$ cat src/kt_pkg.sv
// keyword tokenizer package: lexer modes, token kinds, result bundle type
// no dependencies
`default_nettype none
package kt_pkg;

    typedef enum logic [3:0] {
        M_IDLE      = 4'd0,
        M_IDENT     = 4'd1,
        M_NUM       = 4'd2,
        M_COMMENT   = 4'd3,
        M_STR_OPEN  = 4'd4,
        M_STR       = 4'd5,
        M_STR_ESC   = 4'd6,
        M_CHR_OPEN  = 4'd7,
        M_CHR_ESC   = 4'd8,
        M_CHR_CLOSE = 4'd9
    } t_mode;

    localparam logic [4:0] K_PIECE  = 5'd0;
    localparam logic [4:0] K_IDENT  = 5'd1;
    localparam logic [4:0] K_NUMBER = 5'd2;
    localparam logic [4:0] K_STRING = 5'd3;
    localparam logic [4:0] K_SINGLE = 5'd4;
    localparam logic [4:0] K_END    = 5'd5;

    localparam logic [7:0] CONTROL_LIMIT = 8'd32;
    localparam int         MAX_RES       = 4;
    localparam int         KW_COUNT      = 23;
    localparam int         KW_MAX_LEN    = 8;

    typedef struct packed {
        logic [4:0]  kind;
        logic [7:0]  text_byte;
        logic [15:0] line;
        logic        last_of_run;
    } t_res;

    // one input byte's worth of results, slots filled from zero
    typedef struct packed {
        logic [2:0]         count;
        t_res [MAX_RES-1:0] res;
    } t_bundle;

    function automatic logic [7:0] kw_char(input int k, input int p);
        string s;
        case (k)
            0: s = "program";   1: s = "com";      2: s = "llreturn";
            3: s = "add";       4: s = "sub";      5: s = "and";
            6: s = "or";        7: s = "xor";      8: s = "COMPARE";
            9: s = "if";        10: s = "else";    11: s = "return";
            12: s = "func";     13: s = "funky";   14: s = "comstore";
            15: s = "mem";      16: s = "loadmem"; 17: s = "memstore";
            18: s = "intcast";  19: s = "to";      20: s = "block";
            21: s = "goto";     default: s = "exported";
        endcase
        if (p < s.len()) kw_char = s[p];
        else kw_char = 8'd0;
    endfunction

    function automatic logic [3:0] kw_len(input int k);
        case (k)
            0, 8, 16, 18: kw_len = 4'd7;
            2, 14, 17, 22: kw_len = 4'd8;
            6, 9, 19: kw_len = 4'd2;
            10, 12, 21: kw_len = 4'd4;
            11: kw_len = 4'd6;
            13, 20: kw_len = 4'd5;
            default: kw_len = 4'd3;
        endcase
    endfunction

    function automatic logic [4:0] kw_kind(input int k);
        if (k <= 12) kw_kind = 5'(k + 6);
        else kw_kind = 5'(k + 5);
    endfunction

endpackage
`default_nettype wire

$ cat src/kt_queue.sv
// bundle queue between front and back, with free-slot accounting
// depends on kt_pkg
`default_nettype none
module kt_queue #(
    parameter int DEPTH = 4
) (
    input  wire logic            i_clk,
    input  wire logic            i_rst_n,
    input  wire logic            i_push,
    input  kt_pkg::t_bundle      i_data,
    output logic                 o_full,
    input  wire logic            i_pop,
    output logic                 o_empty,
    output kt_pkg::t_bundle      o_data
);
    localparam int AW = $clog2(DEPTH);
    kt_pkg::t_bundle r_mem [DEPTH];
    logic [AW-1:0] r_wr, r_rd;
    logic [AW:0]   r_cnt;

    always_ff @(posedge i_clk) begin
        if (!i_rst_n) begin
            r_wr  <= '0;
            r_rd  <= '0;
            r_cnt <= '0;
        end else begin
            if (i_push) r_wr <= (r_wr == AW'(DEPTH - 1)) ? '0 : r_wr + AW'(1);
            if (i_pop)  r_rd <= (r_rd == AW'(DEPTH - 1)) ? '0 : r_rd + AW'(1);
            r_cnt <= r_cnt + (AW+1)'(i_push) - (AW+1)'(i_pop);
        end
    end

    always_ff @(posedge i_clk) begin
        if (i_push) r_mem[r_wr] <= i_data;
    end

    assign o_full  = (r_cnt == (AW+1)'(DEPTH));
    assign o_empty = (r_cnt == '0);
    assign o_data  = r_mem[r_rd];
endmodule
`default_nettype wire

$ cat config.mk
export PLATFORM = sky130hd
export DESIGN_NAME = kt_queue
export DESIGN_NICKNAME = d
export VERILOG_FILES = /design/src/kt_pkg.sv /design/src/kt_queue.sv
export SDC_FILE = /design/constraint.sdc
export NUM_CORES = 1
export LEC_CHECK = 0
export CORE_MARGIN = 5
export CORE_UTILIZATION = 45
export DETAILED_ROUTE_END_ITERATION = 10
export DONT_BUFFER_PORTS = 1
export PLACE_DENSITY = 0.59
export SLEW_MARGIN = 20
export SYNTH_ARGS = -nofsm -noshare
export SYNTH_HDL_FRONTEND = slang
export SYNTH_SLANG_ARGS = --single-unit
$ cat constraint.sdc
create_clock -name i_clk -period 4.28 [get_ports i_clk]
set_input_delay 1.07 -clock i_clk [delete_from_list [all_inputs] [get_ports i_clk]]
set_output_delay 1.07 -clock i_clk [all_outputs]
set_load 0.01 [all_outputs]
---- Word level (Yosys, flattened, before mapping) ----
Memory sizes are Yosys's and may differ from the RTL's. A register that Yosys moved wholly into a read port is not among the register bits.
Index checks and enable logic that the tools add are counted.
word-level totals
  logic and storage cells ................. 18
  memories ................................ 1
  memory bits (writable) .................. 492
  register bits ........................... 7
  input bits .............................. 127
operators by class
  eq/ne operators ......................... 3
  reduce and logical (&&, ||, !) cells .... 1
  add/subtract/negate cells ............... 4
  muxes and demuxes ....................... 6
memory list
  memory  words  bits a word  read ports  clocked after memory_dff  wr ports  line            RTL
  r_mem   4      123          1           1                         1         kt_queue.sv:17  kt_pkg::t_bundle r_mem [DEPTH];
operators with widths
  operator                                                        number
  2-bit 2-to-1 mux                                                4
  2-bit by 1-bit adder with 2-bit output (second input constant)  2
  2-bit == test (second input constant)                           2
  3-bit by 1-bit adder with 3-bit output                          1
  3-bit == test (second input constant)                           1
  3-bit zero test                                                 1
  3-bit by 1-bit subtractor with 3-bit output                     1
  1-bit 2-to-1 mux                                                2

---- Longest topological paths before layout ----
  word-level depth ........................ 4
  mapped depth ............................ 7

---- Worst setup path after synthesis ----
OpenSTA, ideal clock, no wires.
  path kind ............................... input to register
  start point ............................. in i_push
  end point ............................... mem r_mem[0][0] in the netlist's numbering, enable pin
  path slack .............................. -0.108 ns
  stages .................................. 1
  library setup time ...................... 0.496 ns
  arrival ................................. 3.891 ns
  data required time ...................... 3.784 ns
  path through ............................ and2_1
on the way
  longest elaborated chain between the ends .. 2
RTL lines
  item                                    line            RTL
  start: declaration                      kt_queue.sv:9   input wire logic i_push,
  1-bit 2-to-1 mux                        kt_queue.sv:34  if (i_push) r_mem[r_wr] <= i_data;
  1-bit 2-to-1 mux (implied by the code)  kt_queue.sv:34
  end: declaration                        kt_queue.sv:17
Every way passes these cells.

==> key figures <==
STA
  – Worst-case clock skew: 0.0176 ns
  – Worst slew margin: 46.2%
  – Final Hold Fails: 0
  – Max Fclk: 299 MHz
  – Count of final setup violators: 0
  – Final Max Tran Viols: 0
  – Hold slack: 0.510 ns
  – Final min period: 3.34 ns
  – RSZ-0062 raised after global routing: no
  – Pin slew with the least headroom to its limit: about 0.8 ns
  – Setup TNS: 0 ns
  – Final period util: 78.0%

Final layout
  – Final Net Count: 860
  – # fillers: 2,956
  – Commonest non-fill, non-tap cell in the layout: edfxtp_1
  – Final core occ: 51.3%
  – Area of the multi-input gates: 3030 µm²
  – Synthesis-to-layout area growth: 12.5%
  – ANT cells: 0
  – FF/Latch Area: approximately 15,000 µm²
  – Most frequent cells in the layout: edfxtp_1, mux4_2, clkbuf_16
  – Layout cell share with drive strength beyond 1: 28.0%
  – Non-filler cells, final: roughly 1,300

Critical path
  – Critical Path, Cell by Cell: buf_4 > mux4_2
  – Worst path arrival time: 2.27 ns
  – Max incr delay on CP: a little under 0.7 ns
  – R2R cell count: 4
  – WS Path Type: reg2out
  – Critical Path Source Type: flip-flop
  – Critical path required time: 3.21 ns
  – Max FO, Critical Path: 34
  – R2r setup slk: 2.16 ns
  – CP Capture Type: output pin
  – Critical-path top delay cell: dfxtp_4
  – R2R Path Start: r_wr[0]$_SDFFE_PN0P_
  – Reg2reg end: r_mem[0][91]$_DFFE_PP_

Global routing
  – GRT overflow: 0
  – First-pass GRT wire length: 51,600 µm
  – Vias in the first global route: 7,810
  – Largest net degree at the start of global routing: 73
  – GRT Util Overall: 15.6%
  – Initial antenna violation count: 0

Floorplanning
  – Die area: between 40,000 and 50,000 µm²
  – Initial Util: between 40 and 50%
  – I/O pin total: around 250
  – Die width: 211 µm
  – Vert. Die Dim: 211 µm
  – Cell Rows: 73
  – Total core area: about 40,000 µm²

Drt
  – DRT antenna net count: 0
  – Routed length per instance: 26.9 µm
  – DR vias/cell: ~5.7
  – Drt total wl: 34,700 µm
  – DR iter-0 viols: 475
  – Drt drc: 0
  – Pre-antenna DRT Iters: 4
  – DR vias: about 7,300

CTS
  – H-tree level count: 2
  – Cts bufs inserted: 50
  – TritonCTS clock tree: built
  – CTS Root Buffer Type: clkbuf_16
  – Clk Latency, worst-skew pair: a little under 0.6 ns
  – Hold_buf cts: 0
  – Bufs on Longest Clock Path: 3
  – CTS Sinks: 501
  – # resized after CTS: 0
  – Clock slew at reported path FFs: 0.06 ns
  – Post CTS Setup Buffer Count: 0

Synth
  – Sequential cell area fraction in the yosys report: 82.2%
  – Area of the mapped netlist: between 15,000 and 20,000 µm²
  – Average size of a mapped cell: 26.5 µm²
  – Synth warn: 0
  – Syn Inst Count: 687
  – Syn nets: slightly above 800
  – Library cells used by synthesis: 19
  – Synthesized flop and latch total: 501

Min path
  – Worst hold path cell count: 2
  – Hold Crit Class: reg2reg
  – Hold path start: r_rd[0]$_SDFFE_PN0P_

Power and ir drop
  – Cell area power density: 515 nW/µm²
  – Tot Pwr: 10.5 mW
  – Leak pwr: 6.29 nW
  – Maximum vdd drop: between 0.4 and 0.5 mV

Job
  – Max Cap Viol: 0

Placed design
  – Placed cells: around 1,200
  – IO buf count: 0
  – Post-DP HPWL: 21,800 µm
  – RD Place Congestion: 0.822

Status
  – Outcome: finished, final reports clean
[through the flow]
stage	setup WS (ns)	cell area, µm²
2_1_floorplan	1.25	18200
3_3_place_gp	1.55	18900
3_5_place_dp	1.53	18900
4_1_cts	0.881	20500
5_1_grt	0.809	20500
6_report	0.940	20500
[synthesized netlist by cell type]
cell / instances / area share [%]
nor3_1: 1 / 0.027
xor3_1: 1 / 0.13
mux4_2: 123 / 15
buf_2: 14 / 0.39
and3_1: 1 / 0.034
mux2i_1: 2 / 0.11
or3b_2: 2 / 0.096
clkbuf_1: 5 / 0.10
ha_1: 7 / 0.48
inv_1: 7 / 0.14
buf_6: 8 / 0.50
buf_8: 1 / 0.082
dfxtp_1: 9 / 0.99
fa_1: 1 / 0.11
and2_1: 6 / 0.21
edfxtp_1: 492 / 81
a21oi_1: 2 / 0.055
nand2b_1: 2 / 0.069
nor2_1: 3 / 0.062
[worst max-delay path by stage]
stage / cells after the start / start / end / slack, ns
5_1_grt: 2 / flip-flop / o_data[95] / 0.81
4_1_cts: 2 / flip-flop / o_data[95] / 0.88
6_report: 2 / flip-flop / o_data[105] / 0.94
2_1_floorplan: 1 / i_push / r_mem[3][0]$_DFFE_PP_ / 1.25
3_3_place_gp: 2 / flip-flop / o_data[75] / 1.55
3_5_place_dp: 2 / flip-flop / o_data[75] / 1.53
[kinds of logic (layout without fill, tap and decap cells)]
family	after synthesis	in the layout	synth area share [%]
AO/OA/AOI/OAI	2	2	0.0550
XOR/XNOR	1	1	0.131
adder cells (fa/ha/maj)	8	8	0.591
buffers and inverters	35	113	1.21
flip-flops	501	501	82.2
multiplexers	125	125	15.3
AND/OR/NAND/NOR	15	15	0.495
[report_power, final]
part           internal (mW)  switching (mW)
clock network           2.47            1.74
logic                  0.274           0.379
registers               5.61          0.0689
[layout make-up]
type	instances	area share (%)
tap	525	3.21
inverter	7	0.128
timing repair buffer	14	1.00
clock inverter	25	1.35
sequential	501	73.1
clock buffer	67	6.42
multi-input combinational	151	14.8
[worst max-delay path, delay by kind of cell (launching register included)]
family	cells	cell delay, ns
buffers and inverters	1	0.50
DFF	1	0.69
muxes	1	0.46
[flip-flops by register name, summed over array words and instances (netlist names), named ones only]
name,cells
r_rd,2
r_cnt,3
r_mem,492
r_wr,2
[routing by layer]
layer / wire (µm) / global-route usage, %
met1: 13100 / 19.7
met5: 0 / 0
met2: 16600 / 24.0
met4: 600 / 4.69
met3: 4480 / 7.56
No activity file was read; power rests on OpenSTA's default activity.
