**src/kt_pkg.sv**
```systemverilog
// keyword tokenizer package: lexer modes, token kinds, result bundle type
// no dependencies
`default_nettype none
package kt_pkg;

    typedef enum logic [3:0] {
        M_IDLE      = 4'd0,
        M_IDENT     = 4'd1,
        M_NUM       = 4'd2,
        M_COMMENT   = 4'd3,
        M_STR_OPEN  = 4'd4,
        M_STR       = 4'd5,
        M_STR_ESC   = 4'd6,
        M_CHR_OPEN  = 4'd7,
        M_CHR_ESC   = 4'd8,
        M_CHR_CLOSE = 4'd9
    } t_mode;

    localparam logic [4:0] K_PIECE  = 5'd0;
    localparam logic [4:0] K_IDENT  = 5'd1;
    localparam logic [4:0] K_NUMBER = 5'd2;
    localparam logic [4:0] K_STRING = 5'd3;
    localparam logic [4:0] K_SINGLE = 5'd4;
    localparam logic [4:0] K_END    = 5'd5;

    localparam logic [7:0] CONTROL_LIMIT = 8'd32;
    localparam int         MAX_RES       = 4;
    localparam int         KW_COUNT      = 23;
    localparam int         KW_MAX_LEN    = 8;

    typedef struct packed {
        logic [4:0]  kind;
        logic [7:0]  text_byte;
        logic [15:0] line;
        logic        last_of_run;
    } t_res;

    // one input byte's worth of results, slots filled from zero
    typedef struct packed {
        logic [2:0]         count;
        t_res [MAX_RES-1:0] res;
    } t_bundle;

    function automatic logic [7:0] kw_char(input int k, input int p);
        string s;
        case (k)
            0: s = "program";   1: s = "com";      2: s = "llreturn";
            3: s = "add";       4: s = "sub";      5: s = "and";
            6: s = "or";        7: s = "xor";      8: s = "COMPARE";
            9: s = "if";        10: s = "else";    11: s = "return";
            12: s = "func";     13: s = "funky";   14: s = "comstore";
            15: s = "mem";      16: s = "loadmem"; 17: s = "memstore";
            18: s = "intcast";  19: s = "to";      20: s = "block";
            21: s = "goto";     default: s = "exported";
        endcase
        if (p < s.len()) kw_char = s[p];
        else kw_char = 8'd0;
    endfunction

    function automatic logic [3:0] kw_len(input int k);
        case (k)
            0, 8, 16, 18: kw_len = 4'd7;
            2, 14, 17, 22: kw_len = 4'd8;
            6, 9, 19: kw_len = 4'd2;
            10, 12, 21: kw_len = 4'd4;
            11: kw_len = 4'd6;
            13, 20: kw_len = 4'd5;
            default: kw_len = 4'd3;
        endcase
    endfunction

    function automatic logic [4:0] kw_kind(input int k);
        if (k <= 12) kw_kind = 5'(k + 6);
        else kw_kind = 5'(k + 5);
    endfunction

endpackage
`default_nettype wire

```
**src/kt_back.sv**
```systemverilog
// back end: slots to the output register, one word per cycle unless stalled
// depends on kt_pkg
`default_nettype none
module kt_back (
    input  wire logic            i_clk,
    input  wire logic            i_rst_n,
    input  wire logic            i_empty,
    input  kt_pkg::t_bundle      i_data,
    output logic                 o_pop,
    input  wire logic            i_stall,
    output logic                 o_valid,
    output kt_pkg::t_res         o_res
);
    logic [1:0]   r_slot;
    logic         r_valid;
    kt_pkg::t_res r_res;
    logic         load;

    assign load  = !i_empty && (!r_valid || !i_stall);
    assign o_pop = load && (3'(r_slot) + 3'd1 >= i_data.count);

    always_ff @(posedge i_clk) begin
        if (!i_rst_n) begin
            r_slot  <= '0;
            r_valid <= 1'b0;
        end else begin
            if (load) begin
                r_valid <= 1'b1;
                r_slot  <= o_pop ? 2'd0 : r_slot + 2'd1;
            end else if (!i_stall) r_valid <= 1'b0;
        end
    end

    always_ff @(posedge i_clk) begin
        if (load) r_res <= i_data.res[r_slot];
    end

    assign o_valid = r_valid;
    assign o_res   = r_res;
endmodule
`default_nettype wire

```
**config.mk**
```make
export PLATFORM = sky130hd
export DESIGN_NAME = kt_back
export DESIGN_NICKNAME = d
export VERILOG_FILES = /design/src/kt_pkg.sv /design/src/kt_back.sv
export SDC_FILE = /design/constraint.sdc
export NUM_CORES = 1
export LEC_CHECK = 0
export ABC_AREA = 0
export ABC_CLOCK_PERIOD_IN_PS = 4930
export BUFFER_PORTS_ARGS = -buffer_cell sky130_fd_sc_hd__buf_2
export CAP_MARGIN = 20
export CORE_MARGIN = 5
export CORE_UTILIZATION = 41
export DETAILED_ROUTE_END_ITERATION = 10
export HOLD_SLACK_MARGIN = 0.1
export PLACE_DENSITY = 0.94
export SLEW_MARGIN = 20
export SYNTH_ARGS = -nofsm -noshare
export SYNTH_HDL_FRONTEND = slang
export SYNTH_SLANG_ARGS = --single-unit
```
**constraint.sdc**
```tcl
create_clock -name i_clk -period 4.93 [get_ports i_clk]
set_clock_uncertainty 0.1 [all_clocks]
set_input_delay 0.986 -clock i_clk [delete_from_list [all_inputs] [get_ports i_clk]]
set_output_delay 0.986 -clock i_clk [all_outputs]
set_load 0.005 [all_outputs]
```
---- Word-level counts from Yosys, hierarchy flattened ----
Index checks and enable logic that the tools add are counted.
operators by class
  multiplexer cells ....................... 5
  reduce and logical (&&, ||, !) cells .... 6
  $lt $le $gt $ge ......................... 2
  equal/unequal tests ..................... 1
  add/subtract/negate cells ............... 2
operators by type and width
  operator                                                                       count
  30-bit binary-select mux with 2-bit select                                     1
  30-bit two-way mux                                                             1
  2-bit by 1-bit adder with 3-bit output (second input constant)                 1
  3-bit >= comparator                                                            1
  1-bit zero test                                                                3
  2-bit by 3-bit less-than comparator with 1-bit output (second input constant)  1
  2-bit by 1-bit adder with 2-bit output (second input constant)                 1
  1-bit logical AND                                                              2
  1-bit two-way mux                                                              2
  2-bit two-way mux                                                              1
  2-bit by 1-bit inequality test with 1-bit output (second input constant)       1
  1-bit logical OR                                                               1
word-level totals
  output and inout port bits .............. 32
  register bits ........................... 33
  input bits .............................. 127
  logic and storage cells ................. 22

---- Depth between registers and ports, before layout ----
  depth in word-level cells ............... 5
  mapped depth ............................ 5
  gate-level depth less buffers ........... 5

---- Worst setup path after synthesis ----
No wires, ideal clock.
  kind .................................... input-to-output
  start ................................... input port i_stall
  end ..................................... output port o_pop
  arrival ................................. 2.970 ns
  path buffers ............................ 0
  setup slack ............................. 0.874 ns
  stages .................................. 2
  path through ............................ a21oi_1 -> and2_1
between the ends
  longest elaborated chain between the ends .. 4
ends and longest elaborated chain
  element             line           RTL
  start: declaration  kt_back.sv:10  input wire logic i_stall,
  1-bit zero test     --
  1-bit logical OR    kt_back.sv:19  assign load = !i_empty && (!r_valid || !i_stall);
  1-bit logical AND   kt_back.sv:19
  1-bit logical AND   kt_back.sv:20  assign o_pop = load && (3'(r_slot) + 3'd1 >= i_data.count);
  end: declaration    kt_back.sv:9   output logic o_pop,
Every way passes these cells.

---- Worst setup path after layout ----
  start ................................... register r_slot[1]
  end ..................................... output port o_pop
between the ends
  longest elaborated chain between the ends .. 3
ends and longest elaborated chain
  element                                 line           RTL
  start: declaration                      kt_back.sv:14  logic [1:0] r_slot;
  start signal: assignment                kt_back.sv:29  r_slot <= o_pop ? 2'd0 : r_slot + 2'd1;
  2-bit by 1-bit adder with 3-bit output  kt_back.sv:20
  3-bit >= comparator                     kt_back.sv:20
  1-bit logical AND                       kt_back.sv:20
Every way passes these cells.

==> results by group <==
STA
  • Final hold viol count: 0
  • Fin crit period: 3252 ps
  • # setup viols final: 0
  • Worst Tran Pin Value: between 500 and 600 ps
  • Crit share post-route: approximately 66%
  • F_max: ~310 MHz
  • Relative slew slack: 61.03%
  • RSZ-0062 raised after global routing: false
  • Final Slew Violations: 0
  • Setup TNS: 0 ps

Floorplan
  • Io pins: around 160
  • Die X: between 70 and 80 um
  • Row count: 24
  • Initial Util: between 40% and 50%
  • Die Y: 77.41 um
  • Die ar.: 0.005992 mm^2
  • Core ar.: 0.004384 mm^2

Critical path
  • Crit path DAT: ~2200 ps
  • Worst path bufs/invs: 2
  • R2r endpoint: r_slot[0]
  • Family with the most delay on the worst path: adder cells
  • Startpoint Class: flop
  • Crit. path cell count: 7
  • CP max stage cell: buf_4
  • Launch point of the worst reg-to-reg path: r_slot[1]
  • CP dominant cell by count: ha_1
  • CP Cell Sequence: buf_4, ha_1, ha_1, nand2_1, o21ai_0, and2_1, buf_2
  • Max incr delay on CP: around 380 ps
  • Maximum fanout along the worst path: 32
  • R2r setup slk: just under 3000 ps
  • CP Capture Type: output pin
  • R2R depth: 6
  • Kind of critical path: flop to output pin
  • WP data required: around 3800 ps

Placement
  • GP Congestion: around 0.84
  • Post-DP HPWL: around 4.7 mm
  • Cell Area, Placed: between 0.002 and 0.003 mm^2
  • IO Port Bufs: approximately 160

Finish
  • Diodes inserted: 0
  • Multi-input gate area: between 800 and 900 um^2
  • Share of cells above drive strength 1: 78.17%
  • Final #Nets: about 380
  • FF/Latch Area: around 960 um^2
  • Commonest cells after routing, fill and taps aside: buf_2 (158), edfxtp_1 (30), mux4_2 (28)
  • Fill count: approximately 350
  • Area growth, synth to finish: 48.89%
  • Commonest non-fill, non-tap cell in the layout: buf_2
  • Final instance area: roughly 0.0028 mm^2

GRT
  • Initial antenna violation count: 0
  • Largest net degree at the start of global routing: 36
  • First-pass GRT wire length: slightly above 9 mm
  • Vias in the first global route: 1893
  • Gr usage total: about a fifth
  • Grt ovf: 0

Clock network
  • Total clock sinks: 33
  • Post-CTS Setup Bufs: 0
  • CTS buffer count: 5
  • Clock tree buffer depth: 2
  • Clock Latency Late Sink: 280 ps
  • CTS tree: yes
  • Post_cts resized: 0
  • Clk slew on worst S/H paths: roughly 70 ps
  • # H-tree levels: 2
  • Hold buffers post-CTS: 0
  • Clock root buffer master: clkbuf_8

Yosys
  • Mapped Cells: 90
  • FF+latch count, synth: 33
  • Main area contributors after synthesis: edfxtp_1 (48%), mux4_2 (34%), buf_12 (3.2%), dfxtp_1 (3.2%), mux4_1 (2.8%)
  • Netlist cell types: 18
  • Mean Syn Cell Area: roughly 21 um^2
  • Yosys top cell area share: roughly half
  • Biggest area consumer among synthesized cells: edfxtp_1
  • Synthesized area: around 0.0019 mm^2
  • Sequential fraction of the synthesis area: 51.58%
  • Post-synth net total: 221
  • Yosys warnings: 0

Detailed routing
  • Vias per std cell: approximately 5.2
  • Drt first pass iters: 4
  • DRT antenna net count: 0
  • Iteration-0 DRC Markers: 74
  • DR vias: between 1500 and 2000
  • Routed wire length: around 5.7 mm
  • Routed wire length per instance: 18.72 um
  • DRC Markers: 0

Min path
  • Worst Hold Endpoint: o_valid
  • Hold Crit Class: flop to flop
  • Worst hold stages: 2
  • Hold Crit Start: o_valid

Outcome
  • Status: completed

Power
  • Peak VDD IR: 0.1560 mV
  • Power per standard cell area: around 280 mW/mm^2
  • Lkg Pwr: between 1 and 1.5 nW

Job
  • Max-Cap Viols: 0
-- power breakdown --
part / total (mW) / switching, mW / leakage, nW / internal, mW
clock network: 0.242 / 0.0931 / 0.0528 / 0.149
logic: 0.192 / 0.0771 / 0.875 / 0.115
registers: 0.349 / 0.00666 / 0.315 / 0.342
total: 0.783 / 0.177 / 1.24 / 0.606
-- area by class of cell --
class	instances	area share (%)
flip-flops and latches	33	34.69
multi-input cells	48	29.54
repair buffers	161	29.32
clock buffers	6	2.616
well taps	52	2.346
clock inverters	2	1.218
inverters	2	0.2706
-- cell families after synthesis --
logic type	Yosys count	synth area share, %
flops	33	51.58
mux	30	36.67
compound gates	6	1.880
fa+ha+maj	4	2.686
simple gates	8	2.149
buf+inv	9	5.037
-- worst min-delay path: stages (launching register included) --
cell and delay [ps]:
dfxtp_1 350, nand2_1 70, a21boi_0 80
-- worst max-delay path by stage --
| stage | startpoint | to |
|---|---|---|
| floorplan | i_stall | o_pop |
| global placement | i_data[122] | o_pop |
| detailed placement | i_data[122] | o_pop |
| CTS | r_slot[1] | o_pop |
| global route | r_slot[1] | o_pop |
| finish | r_slot[1] | o_pop |
-- cell usage after synthesis --
master,number
and2_1,1
nand3b_1,1
o21ai_0,1
ha_1,4
mux4_1,2
a21oi_1,2
o22ai_1,2
buf_2,3
buf_6,1
mux4_2,28
buf_12,3
inv_1,2
edfxtp_1,30
dfxtp_1,3
nand3_1,1
nor2b_1,1
nand2_1,4
a21boi_0,1
-- state kept, by name (all words and copies together), names as in the netlist --
signal,cells
o_valid,1
r_slot,2
o_res,30
-- per-stage QoR --
stage | hold WS [ps] | utilization, % | instances | setup slack (ps) | power, mW
after floorplan | 373.1 | - | 90 | 874.1 | 0.4699
after global placement | 403.3 | 60.84 | 296 | 1875 | 0.5408
after detailed placement | 439.8 | 60.84 | 296 | 1871 | 0.5511
after CTS | 451.0 | 63.27 | 304 | 1655 | 0.7946
after global routing | 508.9 | 63.27 | 304 | 1526 | 0.8251
final | 450.8 | 63.27 | 304 | 1678 | 0.7830
-- routing by layer --
metal  GRT usage [%]  up-vias  share of wire, %
met4           7.388        0               2.2
met2           37.71       79                57
li1                -      722                 -
met5               0        -                 0
met1           20.52      764                34
met3           4.514       11               6.8
Power figures use the tool's default switching activity.
